File: config.mk
export PLATFORM = sky130hd
export DESIGN_NAME = peripheral_interface_adapter_core
export DESIGN_NICKNAME = d
export VERILOG_FILES = /design/src/hw/rtl/pia_pkg.sv /design/src/hw/rtl/pia_side.sv /design/src/hw/rtl/peripheral_interface_adapter_core.sv
export SDC_FILE = /design/constraint.sdc
export NUM_CORES = 1
export LEC_CHECK = 0
export ABC_AREA = 0
export BUFFER_PORTS_ARGS = -buffer_cell sky130_fd_sc_hd__buf_4
export CORE_MARGIN = 1.5
export CORE_UTILIZATION = 46
export CTS_BUF_LIST = sky130_fd_sc_hd__clkbuf_2 sky130_fd_sc_hd__clkbuf_4 sky130_fd_sc_hd__clkbuf_8
export DETAILED_ROUTE_END_ITERATION = 8
export GPL_TIMING_DRIVEN = 0
export PLACE_DENSITY = 0.71
export SLEW_MARGIN = 5
export SYNTH_ARGS = -nofsm -noshare
export SYNTH_HDL_FRONTEND = slang
export SYNTH_SLANG_ARGS = --single-unit
File: constraint.sdc
create_clock -name i_clk -period 2.12 [get_ports i_clk]
set_clock_uncertainty 0.1 [all_clocks]
set_input_delay 0.424 -clock i_clk [delete_from_list [all_inputs] [get_ports i_clk]]
set_output_delay 0.424 -clock i_clk [all_outputs]
set_load 0.02 [all_outputs]
File: src/hw/rtl/pia_pkg.sv
// Shared opcodes, register addresses, control bit positions and side structs
// for the parallel interface adapter. No dependencies.
`default_nettype none
package pia_pkg;

    localparam logic [2:0] OP_READ  = 3'd0;
    localparam logic [2:0] OP_WRITE = 3'd1;
    localparam logic [2:0] OP_PINSA = 3'd2;
    localparam logic [2:0] OP_PINSB = 3'd3;
    localparam logic [2:0] OP_CA1   = 3'd4;
    localparam logic [2:0] OP_CA2   = 3'd5;
    localparam logic [2:0] OP_CB1   = 3'd6;
    localparam logic [2:0] OP_CB2   = 3'd7;

    localparam logic [1:0] ADDR_PORTA = 2'd0;
    localparam logic [1:0] ADDR_CTLA  = 2'd1;
    localparam logic [1:0] ADDR_PORTB = 2'd2;
    localparam logic [1:0] ADDR_CTLB  = 2'd3;

    localparam int CR_IRQ1  = 7;
    localparam int CR_IRQ2  = 6;
    localparam int CR_L2OUT = 5;
    localparam int CR_L2MAN = 4;
    localparam int CR_L2LVL = 3;
    localparam int CR_DDR   = 2;
    localparam int CR_L1NEG = 1;
    localparam int CR_L1EN  = 0;

    localparam logic [7:0] PINS_RESET = 8'hFF;

    typedef struct packed {
        logic       ctl_wr;
        logic [7:0] data;
        logic       flag_clr;
        logic       strobe;
        logic       l1_evt;
        logic       l2_evt;
        logic       old_lvl;
        logic       new_lvl;
    } t_side_evt;

    typedef struct packed {
        logic [7:0] cr;
        logic       drive;
        logic       pulsed;
        logic       irq;
    } t_side_res;

endpackage
`default_nettype wire

File: src/hw/rtl/pia_side.sv
// Next control register, line 2 drive level, line 2 strobe flag and IRQ level for one side.
// Depends on pia_pkg.
`default_nettype none
module pia_side
    import pia_pkg::*;
(
    input  wire logic [7:0] i_cr,
    input  wire logic       i_drive,
    input  wire t_side_evt  i_evt,
    output t_side_res       o_res
);

    logic [7:0] cr;
    logic       drv;
    logic       pulsed;
    logic       edge1;
    logic       edge2;

    always_comb begin
        cr     = i_cr;
        drv    = i_drive;
        pulsed = 1'b0;
        if (i_evt.ctl_wr) begin
            cr = {cr[7:6], i_evt.data[5:0]};
            if (cr[CR_L2OUT] && cr[CR_L2MAN]) begin
                drv = cr[CR_L2LVL];
            end
        end
        if (i_evt.flag_clr) begin
            cr[CR_IRQ1] = 1'b0;
            cr[CR_IRQ2] = 1'b0;
        end
        if (i_evt.strobe && cr[CR_L2OUT] && !cr[CR_L2MAN]) begin
            drv    = cr[CR_L2LVL];
            pulsed = 1'b1;
        end
        edge1 = cr[CR_L1NEG] ? (i_evt.old_lvl && !i_evt.new_lvl)
                             : (!i_evt.old_lvl && i_evt.new_lvl);
        if (i_evt.l1_evt && edge1) begin
            cr[CR_IRQ1] = 1'b1;
            if (cr[CR_L2OUT] && !cr[CR_L2MAN] && !cr[CR_L2LVL]) begin
                drv = 1'b1;
            end
        end
        edge2 = cr[CR_L2MAN] ? (i_evt.old_lvl && !i_evt.new_lvl)
                             : (!i_evt.old_lvl && i_evt.new_lvl);
        if (i_evt.l2_evt && !cr[CR_L2OUT] && edge2) begin
            cr[CR_IRQ2] = 1'b1;
        end
        o_res.cr     = cr;
        o_res.drive  = drv;
        o_res.pulsed = pulsed;
        o_res.irq    = (cr[CR_IRQ1] && cr[CR_L1EN])
                    || (cr[CR_IRQ2] && !cr[CR_L2OUT] && cr[CR_L2LVL]);
    end

endmodule
`default_nettype wire

File: src/hw/rtl/peripheral_interface_adapter_core.sv
// Top level of the parallel interface adapter: input register, item decode,
// adapter state, and result register. Depends on pia_pkg and pia_side.
//
//   Channel | Handshake                 | Payload
//   in      | i_in_valid / o_in_ready   | i_opcode, i_reg_addr, i_data_byte, i_line_level
//   out     | o_out_valid / i_out_ready | o_read_data, o_port_*_drive, o_c*2_*, o_irq_*
//
// An item is registered at the input and processed once the output register is free
// or being drained, when its result is written to the output register; one item is
// accepted every cycle while the consumer does not stall. The output register
// and input register hold while the consumer stalls. Reset is synchronous and
// clears all adapter state; pins reset to all ones.
`default_nettype none
module peripheral_interface_adapter_core
    import pia_pkg::*;
(
    input  wire logic       i_clk,
    input  wire logic       i_rst_n,
    input  wire logic       i_in_valid,
    output logic            o_in_ready,
    input  wire logic [2:0] i_opcode,
    input  wire logic [1:0] i_reg_addr,
    input  wire logic [7:0] i_data_byte,
    input  wire logic       i_line_level,
    output logic            o_out_valid,
    input  wire logic       i_out_ready,
    output logic [7:0]      o_read_data,
    output logic [7:0]      o_port_a_drive,
    output logic [7:0]      o_port_b_drive,
    output logic            o_ca2_level,
    output logic            o_cb2_level,
    output logic            o_ca2_pulsed,
    output logic            o_cb2_pulsed,
    output logic            o_irq_a,
    output logic            o_irq_b
);

    logic       r_in_vld;
    logic [2:0] r_op;
    logic [1:0] r_addr;
    logic [7:0] r_data;
    logic       r_lvl;

    logic [7:0] r_ctl_a, r_ctl_b, r_dir_a, r_dir_b;
    logic [7:0] r_out_a, r_out_b, r_pins_a, r_pins_b;
    logic [3:0] r_lines;
    logic       r_drv_a, r_drv_b;

    logic       r_out_vld;
    logic [7:0] r_rd;
    logic       r_ca2_pulsed, r_cb2_pulsed, r_irq_a, r_irq_b;

    logic       w_adv;
    t_side_evt  evt_a, evt_b;
    t_side_res  res_a, res_b;
    logic [7:0] n_rd;
    logic [7:0] n_dir_a, n_dir_b, n_out_a, n_out_b;
    logic [7:0] n_pins_a, n_pins_b;
    logic [3:0] n_lines;
    logic       old_lvl;

    assign w_adv       = r_in_vld && (!r_out_vld || i_out_ready);
    assign o_in_ready  = !r_in_vld || w_adv;
    assign old_lvl     = r_lines[r_op[1:0]];

    always_comb begin
        evt_a    = '0;
        evt_b    = '0;
        evt_a.data    = r_data;
        evt_b.data    = r_data;
        evt_a.old_lvl = old_lvl;
        evt_b.old_lvl = old_lvl;
        evt_a.new_lvl = r_lvl;
        evt_b.new_lvl = r_lvl;
        n_rd     = '0;
        n_dir_a  = r_dir_a;
        n_dir_b  = r_dir_b;
        n_out_a  = r_out_a;
        n_out_b  = r_out_b;
        n_pins_a = r_pins_a;
        n_pins_b = r_pins_b;
        n_lines  = r_lines;
        unique case (r_op)
            OP_READ: begin
                unique case (r_addr)
                    ADDR_PORTA: begin
                        if (r_ctl_a[CR_DDR]) begin
                            n_rd           = r_pins_a;
                            evt_a.flag_clr = 1'b1;
                            evt_a.strobe   = 1'b1;
                        end else begin
                            n_rd = r_dir_a;
                        end
                    end
                    ADDR_CTLA: begin
                        n_rd = r_ctl_a;
                        if (r_ctl_a[CR_L2OUT]) begin
                            n_rd[CR_IRQ2] = 1'b0;
                        end
                    end
                    ADDR_PORTB: begin
                        if (r_ctl_b[CR_DDR]) begin
                            n_rd           = (r_out_b & r_dir_b) | (r_pins_b & ~r_dir_b);
                            evt_b.flag_clr = 1'b1;
                        end else begin
                            n_rd = r_dir_b;
                        end
                    end
                    default: begin
                        n_rd = r_ctl_b;
                        if (r_ctl_b[CR_L2OUT]) begin
                            n_rd[CR_IRQ2] = 1'b0;
                        end
                    end
                endcase
            end
            OP_WRITE: begin
                unique case (r_addr)
                    ADDR_PORTA: begin
                        if (r_ctl_a[CR_DDR]) begin
                            n_out_a = r_data;
                        end else begin
                            n_dir_a = r_data;
                        end
                    end
                    ADDR_CTLA: evt_a.ctl_wr = 1'b1;
                    ADDR_PORTB: begin
                        if (r_ctl_b[CR_DDR]) begin
                            n_out_b      = r_data;
                            evt_b.strobe = 1'b1;
                        end else begin
                            n_dir_b = r_data;
                        end
                    end
                    default: evt_b.ctl_wr = 1'b1;
                endcase
            end
            OP_PINSA: n_pins_a = r_data;
            OP_PINSB: n_pins_b = r_data;
            default: begin
                n_lines[r_op[1:0]] = r_lvl;
                unique case (r_op)
                    OP_CA1:  evt_a.l1_evt = 1'b1;
                    OP_CA2:  evt_a.l2_evt = 1'b1;
                    OP_CB1:  evt_b.l1_evt = 1'b1;
                    default: evt_b.l2_evt = 1'b1;
                endcase
            end
        endcase
    end

    pia_side u_side_a (
        .i_cr    (r_ctl_a),
        .i_drive (r_drv_a),
        .i_evt   (evt_a),
        .o_res   (res_a)
    );

    pia_side u_side_b (
        .i_cr    (r_ctl_b),
        .i_drive (r_drv_b),
        .i_evt   (evt_b),
        .o_res   (res_b)
    );

    always_ff @(posedge i_clk) begin
        if (o_in_ready && i_in_valid) begin
            r_op   <= i_opcode;
            r_addr <= i_reg_addr;
            r_data <= i_data_byte;
            r_lvl  <= i_line_level;
        end
        if (w_adv) begin
            r_rd         <= n_rd;
            r_ca2_pulsed <= res_a.pulsed;
            r_cb2_pulsed <= res_b.pulsed;
        end
    end

    always_ff @(posedge i_clk) begin
        if (!i_rst_n) begin
            r_in_vld  <= 1'b0;
            r_out_vld <= 1'b0;
            r_ctl_a   <= '0;
            r_ctl_b   <= '0;
            r_dir_a   <= '0;
            r_dir_b   <= '0;
            r_out_a   <= '0;
            r_out_b   <= '0;
            r_pins_a  <= PINS_RESET;
            r_pins_b  <= PINS_RESET;
            r_lines   <= '0;
            r_drv_a   <= 1'b0;
            r_drv_b   <= 1'b0;
            r_irq_a   <= 1'b0;
            r_irq_b   <= 1'b0;
        end else begin
            if (o_in_ready) begin
                r_in_vld <= i_in_valid;
            end
            if (w_adv) begin
                r_out_vld <= 1'b1;
                r_ctl_a   <= res_a.cr;
                r_ctl_b   <= res_b.cr;
                r_dir_a   <= n_dir_a;
                r_dir_b   <= n_dir_b;
                r_out_a   <= n_out_a;
                r_out_b   <= n_out_b;
                r_pins_a  <= n_pins_a;
                r_pins_b  <= n_pins_b;
                r_lines   <= n_lines;
                r_drv_a   <= res_a.drive;
                r_drv_b   <= res_b.drive;
                r_irq_a   <= res_a.irq;
                r_irq_b   <= res_b.irq;
            end else if (i_out_ready) begin
                r_out_vld <= 1'b0;
            end
        end
    end

    assign o_out_valid    = r_out_vld;
    assign o_read_data    = r_rd;
    assign o_port_a_drive = r_out_a & r_dir_a;
    assign o_port_b_drive = r_out_b & r_dir_b;
    assign o_ca2_level    = r_drv_a;
    assign o_cb2_level    = r_drv_b;
    assign o_ca2_pulsed   = r_ca2_pulsed;
    assign o_cb2_pulsed   = r_cb2_pulsed;
    assign o_irq_a        = r_irq_a;
    assign o_irq_b        = r_irq_b;

    a_one_strobe: assert property (@(posedge i_clk) disable iff (!i_rst_n)
        r_out_vld |-> !(r_ca2_pulsed && r_cb2_pulsed))
        else $error("both strobes reported for one item");

    a_adv_fills: assert property (@(posedge i_clk) disable iff (!i_rst_n)
        w_adv |=> r_out_vld)
        else $error("processed item did not reach the result register");

    a_in_hold: assert property (@(posedge i_clk) disable iff (!i_rst_n)
        r_in_vld && !w_adv |=> r_in_vld && $stable(r_op) && $stable(r_data))
        else $error("pending item lost from the input register");

    a_irq_a: assert property (@(posedge i_clk) disable iff (!i_rst_n)
        r_irq_a == ((r_ctl_a[CR_IRQ1] && r_ctl_a[CR_L1EN])
                 || (r_ctl_a[CR_IRQ2] && !r_ctl_a[CR_L2OUT] && r_ctl_a[CR_L2LVL])))
        else $error("IRQ A level disagrees with control A");

endmodule
`default_nettype wire

==> impl_metrics.py, run 1 <==
metrics = {
    "status": {
        "status": "finished clean",
    },
    "critical_path": {
        "path_class": "flop to flop",
        "worst-endpoint-required_ns": 2.31,
        "crit_fanout": 8,
        "crit_path_end_kind": "flop",
        "crit_path_cell_trace": "or3b_1, buf_6, o21ai_0, and4b_1, o211ai_1, a41oi_1",
        "cp-start-kind": "flop",
        "crit_slowest_cell": "edfxtp_1",
        "slowest_delay_ns": 0.48,
        "cp.arrival_ns": 2.29,
    },
    "grt": {
        "first_global_vias": 3852,
        "grt.busiest_layer": "met2",
        "grt_use_met3_pct": 4.66,
        "grt_pass1_wl_um": 20300,
        "gr-total-overflow": 0,
        "grt_use_met2_pct": 38.9,
        "grtUsageMet1_pct": 32.3,
        "grt_use_total_pct": 24.4,
        "grt_max_degree": 20,
        "antenna_found_initial": 0,
    },
    "timing": {
        "hold_violations": 0,
        "setup_violations": 0,
        "period_minus_slack_ns": 2.10,
        "rsz0062_at_grt": "true",
        "slew_headroom_pct": 50.5,
        "maxSlewViolCount": 0,
        "hold_ws_ns": 0.111,
        "worst_slew_pin_slew_ns": 0.742,
        "fmax_ghz": 0.476,
        "fin_crit_sh_pct": 99.0,
    },
    "logic_synthesis": {
        "yosysWarningCount": 0,
        "asyncSetResetFlopFracSynth_pct": 0,
        "synth_seq_cells": 98,
        "ys_types": 55,
        "synth.yosys.seq_area_share_pct": 47.3,
        "yosys_most_used_dff": "dfxtp_1",
        "synth_top_area_share_pct": 31.8,
        "synth_top_area_cell": "dfxtp_1",
        "synth-edff-count": 24,
        "netlist_area_mm2": 0.00466,
        "syn_inst": 504,
        "netlist_top_cells_area": "dfxtp_1, edfxtp_1, mux2i_1",
        "syn_avg_cell_area_um2": 9.24,
        "synth_fp_nets": 522,
    },
    "clocking": {
        "clock-sinks": 98,
        "cts_buffers": 9,
        "htreeDepth": 3,
        "clock_path_buffers": 2,
        "root_buffer": "clkbuf_8",
        "cts_tree": "built",
        "cts.clk_slew.worst_paths_ns": 0.11,
        "insertion_delay_ns": 0.38,
    },
    "finish": {
        "area_growth_pct": 20.2,
        "drive_above_1_share_pct": 21.3,
        "nNetsFinal": 596,
        "num_antenna_cells": 0,
        "fin_area_mm2": 0.00560,
        "final_cell_mix": "dfxtp_1, buf_4, nand2_1, mux2i_1, a21oi_1",
        "layout_commonest_cell": "dfxtp_1",
    },
    "power": {
        "swShare_pct": 27.4,
        "ir_drop_mv": 0.341,
        "power.switching_w": 0.000963,
        "pwr-share-clk_pct": 34.5,
        "leakagePower_nw": 2.27,
        "p_int_w": 0.00255,
        "pwr-share-comb_pct": 9.0,
        "p_per_area_mw_per_mm2": 627,
        "p_seq_share_pct": 56.5,
    },
    "detailed_routing": {
        "wl_per_cell_um": 18.4,
        "via_per_inst": 5.83,
        "drtIter0Drc": 334,
        "totalWireLength_um": 13200,
        "drt_pass1_iterations": 5,
        "num_vias": 4174,
        "ant_nets": 0,
        "drc_errors": 0,
    },
    "floorplan": {
        "die_area_mm2": 0.0107,
        "io-pin-count": 50,
        "rows": 36,
        "die_h_um": 104,
        "initial_core_util_pct": 47.6,
        "coreArea_mm2": 0.00977,
        "die_w_um": 104,
    },
    "place": {
        "hpwlAfterDp_um": 8780,
        "gp_congestion": 0.944,
        "portBuffers": 48,
        "place_area_mm2": 0.00518,
    },
    "min_path": {
        "worstHoldPathType": "input port to flop",
    },
    "flow_run": {
        "drv_cap": 0,
    },
}
==> path summary, 6_finish.rpt <==
kind	from	to	slack, ns	cells after the start
min reg2reg	r_out_a[2]$_SDFFE_PN0P_	r_out_a[2]$_SDFFE_PN0P_	0.35	2
max reg2reg	r_op[1]$_DFFE_PP_	o_irq_b$_SDFFE_PN0P_	0.02	6
max	r_op[1]$_DFFE_PP_	o_irq_b$_SDFFE_PN0P_	0.02	6
min	i_data_byte[6]	r_data[6]$_DFFE_PP_	0.11	1
==> power by group through the flow <==
stage / sequential, W / clock (W) / combinational [W]
after global placement: 0.00202 / 0 / 0.000278
after floorplan: 0.00203 / 0 / 0.000152
final: 0.00198 / 0.00121 / 0.000317
after detailed placement: 0.00202 / 0 / 0.000282
after global routing: 0.00199 / 0.00130 / 0.000334
after CTS: 0.00198 / 0.00122 / 0.000295
==> layer usage <==
layer	routed length [µm]	vias up
li1	-	1931
met1	5600	2001
met2	6090	197
met3	1030	45
met4	464	0
met5	0	-
==> stage by stage <==
step                      total power (W)  instances  setup TNS [ns]  util [%]  setup slack (ns)
after detailed placement          0.00231        685          -25.75      53.0             -1.04
after global placement            0.00230        685          -22.13      53.0            -0.942
final                             0.00351        716               0      57.2            0.0206
after floorplan                   0.00218        504               0         -            0.0201
after global routing              0.00362        716          -0.104      57.2           -0.0405
after CTS                         0.00350        709               0      55.9            0.0178
==> worst max-delay path: cells and delay by family (launching register included) <==
| family | cells | cell delay (ns) |
|---|---|---|
| simple gates | 2 | 0.71 |
| compound gates | 3 | 0.58 |
| flops | 1 | 0.48 |
| buf+inv | 1 | 0.15 |
==> layout make-up <==
type	count	area, µm²
multi-input cells	358	2330
plain buffers	34	165
repair buffers	64	484
flip-flops and latches	98	2200
fillers	875	4180
clock buffers	10	138
well taps	133	166
inverters	13	52.6
clock inverters	6	55.1
==> timing repair <==
item                       CTS  global route
setup endpoints to repair   47            26
hold endpoints to repair     0             0
setup buffers                8             8
pin swaps                    2             8
gates resized for setup     15            20
hold buffers                 0             0
==> logic make-up after synthesis <==
family	synth area share, %
AO/OA/AOI/OAI	13.7
AND/OR/NAND/NOR	21.2
multiplexers	13.4
buffers and inverters	4.33
flip-flops	47.3
==> synth_stat cells (all sizes together), types with 6 or more instances <==
master  instances
a21o            8
a21oi          47
a31oi           6
and2           25
buf            14
clkbuf         21
dfxtp          74
edfxtp         24
inv            13
mux2i          53
nand2          58
nand3          20
nor2           40
o21ai          31
Note: power is estimated with default switching activity, not from simulation.
==> run 2: changes to the inputs <==
- SYNTH_HIERARCHICAL: not set -> 1
==> run 2 against run 1 <==
  * The flow now finishes with violations (setup timing)
  * First-iteration DRC count up 7.2%
  * Worst setup slack got worse by 0.21 ns
  * Global-route usage grew 0.28 points
  * Maximum frequency fell by 9.1%
  * Largest cell class unchanged
  * Largest power group unchanged
==> impl_metrics.py, run 2 <==
metrics = {
    "floorplan": {
        "die_w_um": 107,
        "die_area_mm2": 0.0114,
        "die_h_um": 107,
        "coreArea_mm2": 0.0104,
        "initial_core_util_pct": 47.7,
        "io-pin-count": 50,
        "rows": 37,
    },
    "flow_run": {
        "drv_cap": 0,
    },
    "logic_synthesis": {
        "synth.most_common_cell": "dfxtp_1",
        "ys_types": 50,
        "synth_common_cells": "dfxtp_1, o21ai_0, mux2i_1, nand2_1, a21oi_1",
        "synth-edff-count": 24,
        "yosysWarningCount": 6,
        "yosys_most_used_dff": "dfxtp_1",
        "netlist_top_cells_area": "dfxtp_1, edfxtp_1, mux2i_1",
        "asyncSetResetFlopFracSynth_pct": 0,
        "synth_top_area_cell": "dfxtp_1",
        "synth_seq_cells": 98,
        "syn_inst": 522,
        "synth_top_area_share_pct": 30.0,
        "netlist_area_mm2": 0.00494,
        "syn_avg_cell_area_um2": 9.47,
        "synth.yosys.seq_area_share_pct": 44.5,
        "synth_fp_nets": 540,
    },
    "detailed_routing": {
        "drtIter0Drc": 358,
        "totalWireLength_um": 13800,
        "ant_nets": 0,
        "via_per_inst": 5.91,
        "drt_pass1_iterations": 5,
        "wl_per_cell_um": 18.6,
        "drc_errors": 0,
        "num_vias": 4396,
    },
    "place": {
        "hpwlAfterDp_um": 9560,
        "gp_congestion": 0.888,
        "place_area_mm2": 0.00550,
        "portBuffers": 49,
    },
    "timing": {
        "period_minus_slack_ns": 2.31,
        "hold_violations": 0,
        "setup_violations": 8,
        "fin_tns_setup_ns": -0.651,
        "fin_ws_ns": -0.189,
        "slew_headroom_pct": 62.5,
        "rsz0062_at_grt": "true",
        "worst_slew_pin_slew_ns": 0.562,
        "maxSlewViolCount": 0,
        "fin_crit_sh_pct": 109,
        "fmax_ghz": 0.433,
    },
    "finish": {
        "drive_above_1_share_pct": 25.5,
        "nNetsFinal": 621,
        "num_antenna_cells": 0,
        "area_growth_pct": 20.9,
        "final_cell_mix": "buf_4, dfxtp_1, o21ai_0, nand2_1, mux2i_1",
        "layout_commonest_cell": "buf_4",
        "fin_area_mm2": 0.00598,
    },
    "critical_path": {
        "timing.rr.end": "o_irq_a$_SDFFE_PN0P_",
        "r2r_start": "r_addr[1]$_DFFE_PP_",
        "critPathMostFrequentCell": "buf_6",
        "crit_family": "multiplexers",
        "r2r_setup_slack_ns": -0.19,
        "slowest_delay_ns": 0.43,
        "path_class": "flop to flop",
        "crit_path_end_kind": "flop",
        "crit_path_cell_trace": "buf_6, buf_8, nor3b_4, buf_6, mux2i_4, mux2i_2, a21o_1, o2bb2ai_1, nand3_1, a21oi_1",
        "crit_fanout": 10,
        "worst-endpoint-required_ns": 2.32,
        "r2r_cells": 10,
        "cp-start-kind": "flop",
        "cp_num_buf_inv": 3,
        "crit_slowest_cell": "edfxtp_1",
        "cp.arrival_ns": 2.51,
    },
    "min_path": {
        "min_from": "i_data_byte[2]",
        "worstHoldPathType": "input port to flop",
        "min_to": "r_data[2]$_DFFE_PP_",
        "hold-path-cell-count": 1,
    },
    "status": {
        "violations": "setup timing",
        "status": "finished with violations",
    },
    "grt": {
        "grt_use_total_pct": 24.7,
        "antenna_found_initial": 0,
        "grt_pass1_wl_um": 21200,
        "first_global_vias": 4119,
        "gr-total-overflow": 0,
        "grt_max_degree": 17,
    },
    "clocking": {
        "root_buffer": "clkbuf_8",
        "cts_tree": "built",
        "cts_buffers": 9,
        "htreeDepth": 3,
        "cts.clk_slew.worst_paths_ns": 0.09,
        "clock-sinks": 98,
        "clock_path_buffers": 2,
        "insertion_delay_ns": 0.37,
    },
    "power": {
        "p_per_area_mw_per_mm2": 609,
        "ir_drop_mv": 0.351,
        "leakagePower_nw": 2.40,
    },
}
## run 2: logic make-up (layout without fill, tap and decap cells)
| kind of cell | after synthesis | count (layout) | synth area share [%] |
|---|---|---|---|
| compound gates | 132 | 132 | 16.4 |
| simple gates | 165 | 165 | 19.2 |
| flops | 98 | 98 | 44.5 |
| mux | 59 | 59 | 12.6 |
| buf+inv | 68 | 154 | 7.29 |
## run 2: layout make-up
type | instances | area (µm²)
Clock inverter | 3 | 45.0
Multi-Input combinational cell | 356 | 2480
Sequential cell | 98 | 2200
Buffer | 43 | 273
Fill cell | 917 | 4390
Clock buffer | 13 | 173
Inverter | 22 | 82.6
Tap cell | 136 | 170
Timing Repair Buffer | 73 | 552
## run 2: repair_timing
| action | 4_1_cts | 5_1_grt |
|---|---|---|
| hold buffers | 0 | 0 |
| setup endpoints to repair | 11 | 22 |
| endpoints found under the hold margin | 0 | 0 |
| pin swaps | 12 | 8 |
| buffers inserted | 18 | 6 |
| resized for setup | 13 | 14 |
## run 2: stage by stage
step / hold WS [ns] / worst slack, ns / util, % / power, W / instances
2_1_floorplan: 0.334 / -0.184 / - / 0.00220 / 522
3_3_place_gp: 0.342 / -0.445 / 53.0 / 0.00231 / 707
3_5_place_dp: 0.352 / -0.480 / 53.0 / 0.00232 / 707
4_1_cts: 0.112 / -0.182 / 56.8 / 0.00362 / 739
5_1_grt: 0.102 / -0.260 / 57.6 / 0.00376 / 744
6_report: 0.120 / -0.189 / 57.6 / 0.00364 / 744
## run 2: worst max path at each step
stage	from	to	slack, ns	depth (start not counted)
final	r_addr[1]$_DFFE_PP_	o_irq_a$_SDFFE_PN0P_	-0.19	10
after detailed placement	r_op[1]$_DFFE_PP_	o_ca2_level$_SDFFE_PN0P_	-0.48	12
after global routing	r_op[1]$_DFFE_PP_	o_cb2_level$_SDFFE_PN0P_	-0.26	11
after CTS	r_op[1]$_DFFE_PP_	o_irq_a$_SDFFE_PN0P_	-0.18	11
after floorplan	r_op[1]$_DFFE_PP_	o_ca2_level$_SDFFE_PN0P_	-0.18	12
after global placement	r_op[1]$_DFFE_PP_	o_ca2_level$_SDFFE_PN0P_	-0.45	12
## run 2: power breakdown
part / internal (W) / total [W] / switching, W
Combinational: 0.000125 / 0.000329 / 0.000204
Clock: 0.000662 / 0.00132 / 0.000655
Sequential: 0.00195 / 0.00199 / 0.0000461
Total: 0.00273 / 0.00364 / 0.000905
## run 2: routing by layer
metal  vias up  global-route usage (%)  wire length (µm)
li1       2060                       -                 -
met1      2059                    33.0              6020
met2       229                    37.2              6090
met3        48                    6.02              1150
met4         0                    12.5               573
met5         -                       0                 0
